==> src/rtl/core/sdu_pkg.sv <==
// ----------------------------------------------------------------------------
// sdu_pkg: shared types and constants of the SSE diagonal update core
// Payload structs, decoded job format, configuration record and helpers.
// ----------------------------------------------------------------------------
package sdu_pkg;

    localparam int SITES_DEF   = 16;
    localparam int SLOTS_DEF   = 2048;
    localparam int COUNT_LIMIT = 4095;
    localparam int OP_W        = 6;
    localparam int COUNT_W     = 12;
    localparam int SPIN_W      = 16;
    localparam int RSITE_W     = 4;
    localparam int SITE_W      = 6;
    localparam int QDEPTH      = 2;

    localparam logic [31:0] ACCEPT_WEIGHT_RST = 32'd2673869;
    localparam logic [31:0] FIELD_SHARE_RST   = 32'd926365495;

    localparam logic CMD_LOAD = 1'b0;
    localparam logic CMD_SLOT = 1'b1;

    localparam logic CFG_ACCEPT_WEIGHT = 1'b0;
    localparam logic CFG_FIELD_SHARE   = 1'b1;

    typedef enum logic [1:0] {
        KIND_IDENT,
        KIND_DIAG,
        KIND_FLIP,
        KIND_BOND
    } t_sdu_kind;

    typedef struct packed {
        logic                 cmd;
        logic [OP_W-1:0]      op_in;
        logic [31:0]          rand_accept;
        logic [RSITE_W-1:0]   rand_site;
        logic [31:0]          rand_kind;
        logic [SPIN_W-1:0]    spin_load;
        logic [COUNT_W-1:0]   identity_load;
    } t_sdu_in;

    typedef struct packed {
        logic [OP_W-1:0]      op_out;
        logic [COUNT_W-1:0]   identity_count;
        logic [SPIN_W-1:0]    spin_word;
    } t_sdu_out;

    typedef struct packed {
        logic [31:0] accept_weight;
        logic [31:0] field_share;
    } t_sdu_cfg;

    // Decoded slot, everything that does not depend on the running state
    typedef struct packed {
        logic                 cmd;
        t_sdu_kind            kind;
        logic [OP_W-1:0]      op;
        logic [SITE_W-1:0]    op_site;
        logic                 op_site_ok;
        logic [31:0]          rand_accept;
        logic                 new_ok;
        logic [SITE_W-1:0]    new_site;
        logic [SITE_W-1:0]    new_left;
        logic                 pick_field;
        logic [OP_W-1:0]      field_op;
        logic [OP_W-1:0]      bond_op;
        logic [15:0]          rem_hi;
        logic [SPIN_W-1:0]    spin_load;
        logic [COUNT_W-1:0]   count_load;
    } t_sdu_job;

    // Quotient by three through the reciprocal 43/128, exact below 128
    function automatic logic [4:0] div3(input logic [OP_W-1:0] x);
        logic [12:0] p;
        p = 13'(x) * 13'd43;
        return p[11:7];
    endfunction

endpackage

==> src/rtl/core/sse_diagonal_update_core.sv <==
// ----------------------------------------------------------------------------
// sse_diagonal_update_core: SSE diagonal update for a transverse-field chain
// From input transaction to result valid: front register, queue entry,
// output register. Throughput: one transaction per cycle while the result
// receiver is ready, set by the spin/identity-count loop in the back stage.
// Reset (synchronous, active low): spins and identity count clear, the queue
// empties, configuration returns to its defaults; no clearing pass.
// ----------------------------------------------------------------------------
module sse_diagonal_update_core #(
    parameter int SITES = sdu_pkg::SITES_DEF,
    parameter int SLOTS = sdu_pkg::SLOTS_DEF
) (
    input  logic              i_clk,
    input  logic              i_rst_n,
    input  logic              i_in_valid,
    output logic              o_in_ready,
    input  sdu_pkg::t_sdu_in  i_in,
    output logic              o_out_valid,
    input  logic              i_out_ready,
    output sdu_pkg::t_sdu_out o_out,
    input  logic              i_cfg_valid,
    output logic              o_cfg_ready,
    input  logic              i_cfg_index,
    input  logic [31:0]       i_cfg_data
);
    import sdu_pkg::*;

    localparam int COUNT_CAP = (SLOTS < COUNT_LIMIT) ? SLOTS : COUNT_LIMIT;

    t_sdu_cfg r_cfg;
    logic     f_valid;
    logic     f_ready;
    t_sdu_job f_job;
    logic     q_valid;
    logic     q_ready;
    t_sdu_job q_job;

    // The user makes configuration changes only while idle (not enforced); always take a write
    assign o_cfg_ready = 1'b1;

    always_ff @(posedge i_clk) begin
        if (!i_rst_n) begin
            r_cfg.accept_weight <= ACCEPT_WEIGHT_RST;
            r_cfg.field_share   <= FIELD_SHARE_RST;
        end else if (i_cfg_valid) begin
            case (i_cfg_index)
                CFG_ACCEPT_WEIGHT: r_cfg.accept_weight <= i_cfg_data;
                CFG_FIELD_SHARE:   r_cfg.field_share   <= i_cfg_data;
                default:           r_cfg               <= r_cfg;
            endcase
        end
    end

    // Front: decode the slot and precompute everything free of running state
    sdu_front #(
        .SITES (SITES),
        .SLOTS (SLOTS)
    ) u_front (
        .i_clk       (i_clk),
        .i_rst_n     (i_rst_n),
        .i_valid     (i_in_valid),
        .o_ready     (o_in_ready),
        .i_item      (i_in),
        .i_cfg       (r_cfg),
        .o_job_valid (f_valid),
        .i_job_ready (f_ready),
        .o_job       (f_job)
    );

    // Queue: decouple decode from execute
    sdu_queue u_queue (
        .i_clk        (i_clk),
        .i_rst_n      (i_rst_n),
        .i_push_valid (f_valid),
        .o_push_ready (f_ready),
        .i_push_job   (f_job),
        .o_pop_valid  (q_valid),
        .i_pop_ready  (q_ready),
        .o_pop_job    (q_job)
    );

    // Back: advance spins and identity count, drive the result register
    sdu_back #(
        .SITES (SITES),
        .SLOTS (SLOTS)
    ) u_back (
        .i_clk       (i_clk),
        .i_rst_n     (i_rst_n),
        .i_job_valid (q_valid),
        .o_job_ready (q_ready),
        .i_job       (q_job),
        .i_cfg       (r_cfg),
        .o_valid     (o_out_valid),
        .i_ready     (i_out_ready),
        .o_item      (o_out)
    );

    a_out_count: assert property (@(posedge i_clk) disable iff (!i_rst_n)
        o_out_valid |-> o_out.identity_count <= COUNT_W'(COUNT_CAP))
        else $error("result identity count above its bound");

    a_out_spins: assert property (@(posedge i_clk) disable iff (!i_rst_n)
        o_out_valid |-> (32'(o_out.spin_word) >> SITES) == 32'd0)
        else $error("result spin word has bits beyond the chain");

    a_out_source: assert property (@(posedge i_clk) disable iff (!i_rst_n)
        $rose(o_out_valid) |-> $past(q_valid))
        else $error("result appeared without a queued job");

endmodule

==> src/rtl/core/sdu_front.sv <==
// ----------------------------------------------------------------------------
// sdu_front: accept and classify stage
// Decodes the operator code, precomputes state-free compares and the remove
// product, and holds the decoded job until the queue takes it.
// ----------------------------------------------------------------------------
module sdu_front #(
    parameter int SITES = sdu_pkg::SITES_DEF,
    parameter int SLOTS = sdu_pkg::SLOTS_DEF
) (
    input  logic              i_clk,
    input  logic              i_rst_n,
    input  logic              i_valid,
    output logic              o_ready,
    input  sdu_pkg::t_sdu_in  i_item,
    input  sdu_pkg::t_sdu_cfg i_cfg,
    output logic              o_job_valid,
    input  logic              i_job_ready,
    output sdu_pkg::t_sdu_job o_job
);
    import sdu_pkg::*;

    localparam int COUNT_CAP = (SLOTS < COUNT_LIMIT) ? SLOTS : COUNT_LIMIT;
    localparam logic [COUNT_W-1:0] CAP_W = COUNT_W'(COUNT_CAP);

    logic      r_valid;
    t_sdu_job  r_job;
    t_sdu_job  n_job;
    logic [4:0]  quo;
    logic [1:0]  rem;
    logic [63:0] rem_prod;
    logic [SITE_W-1:0] rs_ext;

    assign o_ready     = !r_valid || i_job_ready;
    assign o_job_valid = r_valid;
    assign o_job       = r_job;

    always_comb begin
        quo      = div3(i_item.op_in);
        rem      = 2'(i_item.op_in - 6'd3 * 6'(quo));
        rem_prod = 64'(i_item.rand_accept) * 64'(i_cfg.accept_weight);
        rs_ext   = {2'b00, i_item.rand_site};

        n_job.cmd = i_item.cmd;
        n_job.op  = i_item.op_in;
        if (i_item.op_in == '0) begin
            n_job.kind = KIND_IDENT;
        end else if (rem == 2'd1) begin
            n_job.kind = KIND_DIAG;
        end else if (rem == 2'd2) begin
            n_job.kind = KIND_FLIP;
        end else begin
            n_job.kind = KIND_BOND;
        end
        n_job.op_site     = (rem == 2'd0) ? 6'(quo) - 6'd1 : 6'(quo);
        n_job.op_site_ok  = {26'b0, n_job.op_site} < 32'(SITES);
        n_job.rand_accept = i_item.rand_accept;
        n_job.new_ok      = {26'b0, rs_ext} < 32'(SITES);
        n_job.new_site    = rs_ext;
        n_job.new_left    = (rs_ext == '0) ? 6'(SITES - 1) : rs_ext - 6'd1;
        n_job.pick_field  = i_item.rand_kind < i_cfg.field_share;
        n_job.field_op    = 6'd3 * rs_ext + 6'd1;
        n_job.bond_op     = 6'd3 * rs_ext + 6'd3;
        n_job.rem_hi      = rem_prod[63:48];
        n_job.spin_load   = i_item.spin_load;
        n_job.count_load  = (i_item.identity_load > CAP_W) ? CAP_W : i_item.identity_load;
    end

    always_ff @(posedge i_clk) begin
        if (!i_rst_n) begin
            r_valid <= 1'b0;
        end else if (o_ready) begin
            r_valid <= i_valid;
        end
    end

    always_ff @(posedge i_clk) begin
        if (i_valid && o_ready) begin
            r_job <= n_job;
        end
    end

endmodule

==> src/rtl/core/sdu_queue.sv <==
// ----------------------------------------------------------------------------
// sdu_queue: short job queue between front and back
// Two-entry FIFO of decoded jobs so either side can stall on its own.
// ----------------------------------------------------------------------------
module sdu_queue (
    input  logic              i_clk,
    input  logic              i_rst_n,
    input  logic              i_push_valid,
    output logic              o_push_ready,
    input  sdu_pkg::t_sdu_job i_push_job,
    output logic              o_pop_valid,
    input  logic              i_pop_ready,
    output sdu_pkg::t_sdu_job o_pop_job
);
    import sdu_pkg::*;

    localparam int PTR_W = (QDEPTH > 1) ? $clog2(QDEPTH) : 1;
    localparam int CNT_W = $clog2(QDEPTH + 1);

    t_sdu_job         r_mem [QDEPTH];
    logic [PTR_W-1:0] r_wr_ptr;
    logic [PTR_W-1:0] r_rd_ptr;
    logic [CNT_W-1:0] r_count;
    logic             push;
    logic             pop;

    assign o_push_ready = r_count < CNT_W'(QDEPTH);
    assign o_pop_valid  = r_count != '0;
    assign o_pop_job    = r_mem[r_rd_ptr];
    assign push         = i_push_valid && o_push_ready;
    assign pop          = o_pop_valid && i_pop_ready;

    always_ff @(posedge i_clk) begin
        if (!i_rst_n) begin
            r_wr_ptr <= '0;
            r_rd_ptr <= '0;
            r_count  <= '0;
        end else begin
            if (push) begin
                r_wr_ptr <= (r_wr_ptr == PTR_W'(QDEPTH - 1)) ? '0 : r_wr_ptr + 1'b1;
            end
            if (pop) begin
                r_rd_ptr <= (r_rd_ptr == PTR_W'(QDEPTH - 1)) ? '0 : r_rd_ptr + 1'b1;
            end
            if (push && !pop) begin
                r_count <= r_count + 1'b1;
            end else if (pop && !push) begin
                r_count <= r_count - 1'b1;
            end
        end
    end

    always_ff @(posedge i_clk) begin
        if (push) begin
            r_mem[r_wr_ptr] <= i_push_job;
        end
    end

endmodule

==> src/rtl/core/sdu_back.sv <==
// ----------------------------------------------------------------------------
// sdu_back: execute stage
// Holds the spin word and identity count, applies one job per cycle unless
// a held result stalls it, and writes the result into the output register.
// ----------------------------------------------------------------------------
module sdu_back #(
    parameter int SITES = sdu_pkg::SITES_DEF,
    parameter int SLOTS = sdu_pkg::SLOTS_DEF
) (
    input  logic              i_clk,
    input  logic              i_rst_n,
    input  logic              i_job_valid,
    output logic              o_job_ready,
    input  sdu_pkg::t_sdu_job i_job,
    input  sdu_pkg::t_sdu_cfg i_cfg,
    output logic              o_valid,
    input  logic              i_ready,
    output sdu_pkg::t_sdu_out o_item
);
    import sdu_pkg::*;

    localparam int COUNT_CAP = (SLOTS < COUNT_LIMIT) ? SLOTS : COUNT_LIMIT;
    localparam logic [COUNT_W-1:0] CAP_W = COUNT_W'(COUNT_CAP);
    localparam int IDX_W = $clog2(SITES);

    logic [SITES-1:0]   r_spin;
    logic [SITES-1:0]   n_spin;
    logic [COUNT_W-1:0] r_idle;
    logic [COUNT_W-1:0] n_idle;
    logic [OP_W-1:0]    n_op;
    logic               r_valid;
    t_sdu_out           r_item;
    t_sdu_out           n_item;
    logic               pop;
    logic [SITES-1:0]   load_word;
    logic [SPIN_W-1:0]  spin_view;
    logic [43:0]        ins_prod;
    logic               ins_ok;
    logic               bond_eq;

    assign o_job_ready = !r_valid || i_ready;
    assign pop         = i_job_valid && o_job_ready;
    assign o_valid     = r_valid;
    assign o_item      = r_item;

    for (genvar i = 0; i < SITES; i++) begin : g_load
        if (i < SPIN_W) begin : g_in
            assign load_word[i] = i_job.spin_load[i];
        end else begin : g_zero
            assign load_word[i] = 1'b0;
        end
    end

    for (genvar i = 0; i < SPIN_W; i++) begin : g_view
        if (i < SITES) begin : g_bit
            assign spin_view[i] = n_spin[i];
        end else begin : g_zero
            assign spin_view[i] = 1'b0;
        end
    end

    always_comb begin
        ins_prod = 44'(i_job.rand_accept) * 44'(r_idle);
        ins_ok   = (r_idle == '0) || ({4'b0, ins_prod[43:16]} < i_cfg.accept_weight);
        bond_eq  = r_spin[i_job.new_site[IDX_W-1:0]] == r_spin[i_job.new_left[IDX_W-1:0]];
        n_spin   = r_spin;
        n_idle   = r_idle;
        n_op     = '0;
        if (i_job.cmd == CMD_LOAD) begin
            n_spin = load_word;
            n_idle = i_job.count_load;
        end else if (i_job.kind == KIND_IDENT) begin
            if (ins_ok && i_job.new_ok) begin
                if (i_job.pick_field) begin
                    n_op = i_job.field_op;
                end else if (bond_eq) begin
                    n_op = i_job.bond_op;
                end
                if ((n_op != '0) && (r_idle != '0)) begin
                    n_idle = r_idle - 1'b1;
                end
            end
        end else begin
            n_op = i_job.op;
            if (i_job.op_site_ok) begin
                if (i_job.kind == KIND_FLIP) begin
                    n_spin = r_spin ^ ({{(SITES-1){1'b0}}, 1'b1} << i_job.op_site[IDX_W-1:0]);
                end else if (i_job.rem_hi <= 16'(r_idle)) begin
                    n_op = '0;
                    if (r_idle < CAP_W) begin
                        n_idle = r_idle + 1'b1;
                    end
                end
            end
        end
        n_item.op_out         = n_op;
        n_item.identity_count = n_idle;
        n_item.spin_word      = spin_view;
    end

    always_ff @(posedge i_clk) begin
        if (!i_rst_n) begin
            r_spin  <= '0;
            r_idle  <= '0;
            r_valid <= 1'b0;
        end else begin
            if (pop) begin
                r_spin <= n_spin;
                r_idle <= n_idle;
            end
            if (o_job_ready) begin
                r_valid <= i_job_valid;
            end
        end
    end

    always_ff @(posedge i_clk) begin
        if (pop) begin
            r_item <= n_item;
        end
    end

    a_idle_cap: assert property (@(posedge i_clk) disable iff (!i_rst_n)
        r_idle <= CAP_W)
        else $error("identity count above its bound");

    a_load_result: assert property (@(posedge i_clk) disable iff (!i_rst_n)
        pop && (i_job.cmd == CMD_LOAD) |=> (r_item.op_out == '0) && (r_idle == r_item.identity_count))
        else $error("load transaction result does not match loaded state");

    a_no_pop_stalled: assert property (@(posedge i_clk) disable iff (!i_rst_n)
        r_valid && !i_ready |=> $stable(r_spin) && $stable(r_idle))
        else $error("state advanced while result was held");

endmodule

==> config.mk <==
export PLATFORM = sky130hd
export DESIGN_NAME = sse_diagonal_update_core
export DESIGN_NICKNAME = d
export VERILOG_FILES = /design/src/rtl/core/sdu_pkg.sv /design/src/rtl/core/sse_diagonal_update_core.sv /design/src/rtl/core/sdu_front.sv /design/src/rtl/core/sdu_queue.sv /design/src/rtl/core/sdu_back.sv
export SDC_FILE = /design/constraint.sdc
export NUM_CORES = 2
export LEC_CHECK = 0
export BUFFER_PORTS_ARGS = -buffer_cell sky130_fd_sc_hd__buf_2
export CORE_AREA = 2 2 285 427
export DETAILED_ROUTE_END_ITERATION = 12
export DIE_AREA = 0 0 287 429
export HOLD_SLACK_MARGIN = 0.05
export PLACE_DENSITY = 0.81
export REMOVE_ABC_BUFFERS = 1
export SLEW_MARGIN = 5
export SYNTH_ARGS = -nofsm -noshare
export SYNTH_HDL_FRONTEND = slang
export SYNTH_HIERARCHICAL = 1
export SYNTH_SLANG_ARGS = --single-unit
==> constraint.sdc <==
create_clock -name i_clk -period 16.9 [get_ports i_clk]
set_input_delay 2.535 -clock i_clk [delete_from_list [all_inputs] [get_ports i_clk]]
set_output_delay 2.535 -clock i_clk [all_outputs]
set_load 0.03 [all_outputs]
==> results.cfg <==
[final_layout]
fin_area_mm2 = 0.0682
multi_input_area_mm2 = 0.0452
syn_to_final_growth_pct = 5.56
register_area_mm2 = 0.0130
fin_nets = 8175
nFillCells = 9872
layout-drive-gt1-share_pct = 7.95

[global_route]
grt_use_total_pct = 27.9
grt_overflow_total = 0
antenna_found_initial = 4
grt_pass1_vias = 50900
grt_max_degree = 85
grt_pass1_wl_um = 268000

[place]
place_congestion = 0.926
postPlaceCellArea_mm2 = 0.0667
hpwl_um = 124000
dp_slack_ns = 6.14
io_buffers = 176

[critical_path]
endpoint = u_back/o_item[16]$_DFFE_PP_
cpMostUsedCell = fa_1
crit_family = compound AO/OA/AOI/OAI gates
r2r_end = u_back/o_item[16]$_DFFE_PP_
required_ns = 17.26
critical_path_buf_inv_count = 3
slowest_stage = a21boi_2
regToRegSetupSlack_ns = 6.54
path_max_fanout = 48
crit_path_start_kind = flip-flop
reg2reg_depth = 30
critPathCaptureType = flip-flop
arrival_ns = 10.72
path_class = flip-flop to flip-flop
path_depth = 30
crit_path_max_incr_delay_ns = 0.67

[min_path]
min_path_type = flip-flop to flip-flop

[sta]
setup_tns_ns = 0
period_needed_ns = 10.36
hold_slack_ns = 0.442
fin_crit_sh_pct = 61.3
worst_slack_ns = 6.54
finalClockSkew_ns = 0.0351
drv_slew = 0
finalSetupViolCount = 0
fmaxAchievable_mhz = 96.5
tightest_slew_ns = 1.26
grt_setup_unrepaired = no
report.final.hold_viol_count = 0
slew-limit-headroom_pct = 15.0

[detailed_routing]
wl_um = 169000
initialDrtViolationCount = 3041
drt_pass1_iterations = 6
remaining_drc_errors = 0
highest_layer = met5
wl_met3_um = 10600
wl_met1_um = 56200
antenna_left = 0
num_vias = 45600
wl_met2_um = 88700
wl_per_cell_um = 21.1
via_per_inst = 5.71

[yosys]
syn_area_mm2 = 0.0646
synth_area_per_cell_um2 = 10.1
synth_cells = 6427
yosysWarnings = 6

[clock_network]
clock-root-buffer = clkbuf_16
clkTransAtPathRegs_ns = 0.07
cts_resized = 0
cts_tree = built
cts_sinks = 467
cts_setup_buffers = 0
htreeDepth = 2
cts_hold_buf = 0
cts_buffer_depth = 3
clock_latency_ns = 0.62
numCtsBuffers = 44

[job]
drv_cap = 0

[floorplanning]
die_w_um = 287
ios = 178
rows = 155
coreArea_mm2 = 0.119
fp.dieH_um = 429
dieArea_mm2 = 0.123
start_util_pct = 54.3

[outcome]
status = completed
-- stage by stage --
stage | utilization (%) | std cells
3_3_place_gp | 56.0 | 7905
5_1_grt | 57.3 | 7989
2_1_floorplan | - | 6089
6_report | 57.3 | 7989
4_1_cts | 57.3 | 7987
3_5_place_dp | 56.0 | 7905
-- registers in the layout, indices dropped and copies added (netlist names), named ones only --
name,flops
u_front/o_job_valid,1
u_queue/r_count,2
u_back/r_idle,12
u_queue/r_wr_ptr,1
r_cfg,64
u_queue/r_mem,224
u_back/o_item,34
u_queue/r_rd_ptr,1
u_back/r_spin,16
u_front/o_job,110
u_back/o_valid,1
-- cell type report --
cell class,count,share of cell area (%)
inverters,1342,7.38
well taps,1570,2.88
diodes,2,0.00734
flip-flops and latches,467,19.1
clock inverters,23,0.508
repair buffers,246,2.07
clock buffers,59,1.78
multi-input cells,4280,66.2
-- layout by cell type, fill, tap and decap left out, types with 61 or more instances in the layout --
master    instances
inv_1          1339
fa_1           1199
nand2_1         887
and2_1          707
ha_1            454
edfxtp_1        368
buf_2           175
a21oi_1         122
mux2_2           98
dfxtp_1          90
nor2_1           87
buf_4            71
o21ai_0          68
nand3_1          61
-- worst min path at each step --
stage	endpoint	cells past startpoint	from	slack [ns]
3_5_place_dp	u_queue/r_mem[0][84]$_DFFE_PP_	0	u_front/o_job[84]$_DFFE_PP_	0.43
3_3_place_gp	u_queue/r_mem[1][53]$_DFFE_PP_	0	u_front/o_job[53]$_DFFE_PP_	0.42
5_1_grt	u_queue/r_mem[0][84]$_DFFE_PP_	0	u_front/o_job[84]$_DFFE_PP_	0.45
4_1_cts	u_queue/r_mem[0][84]$_DFFE_PP_	0	u_front/o_job[84]$_DFFE_PP_	0.44
2_1_floorplan	u_queue/r_mem[0][0]$_DFFE_PP_	0	u_front/o_job[0]$_SDFFCE_PN0P_	0.42
6_report	u_queue/r_mem[1][59]$_DFFE_PP_	0	u_front/o_job[59]$_SDFFCE_PN1P_	0.44
-- layer usage --
layer / GRT usage [%] / vias to the layer above
met5: 0 / -
met4: 18.8 / 4
met3: 4.16 / 839
met2: 50.6 / 2110
met1: 29.8 / 23100
li1: - / 19500
Power is not shown: default switching activity piles up to over one toggle a cycle in this logic, so the estimate is an artifact.
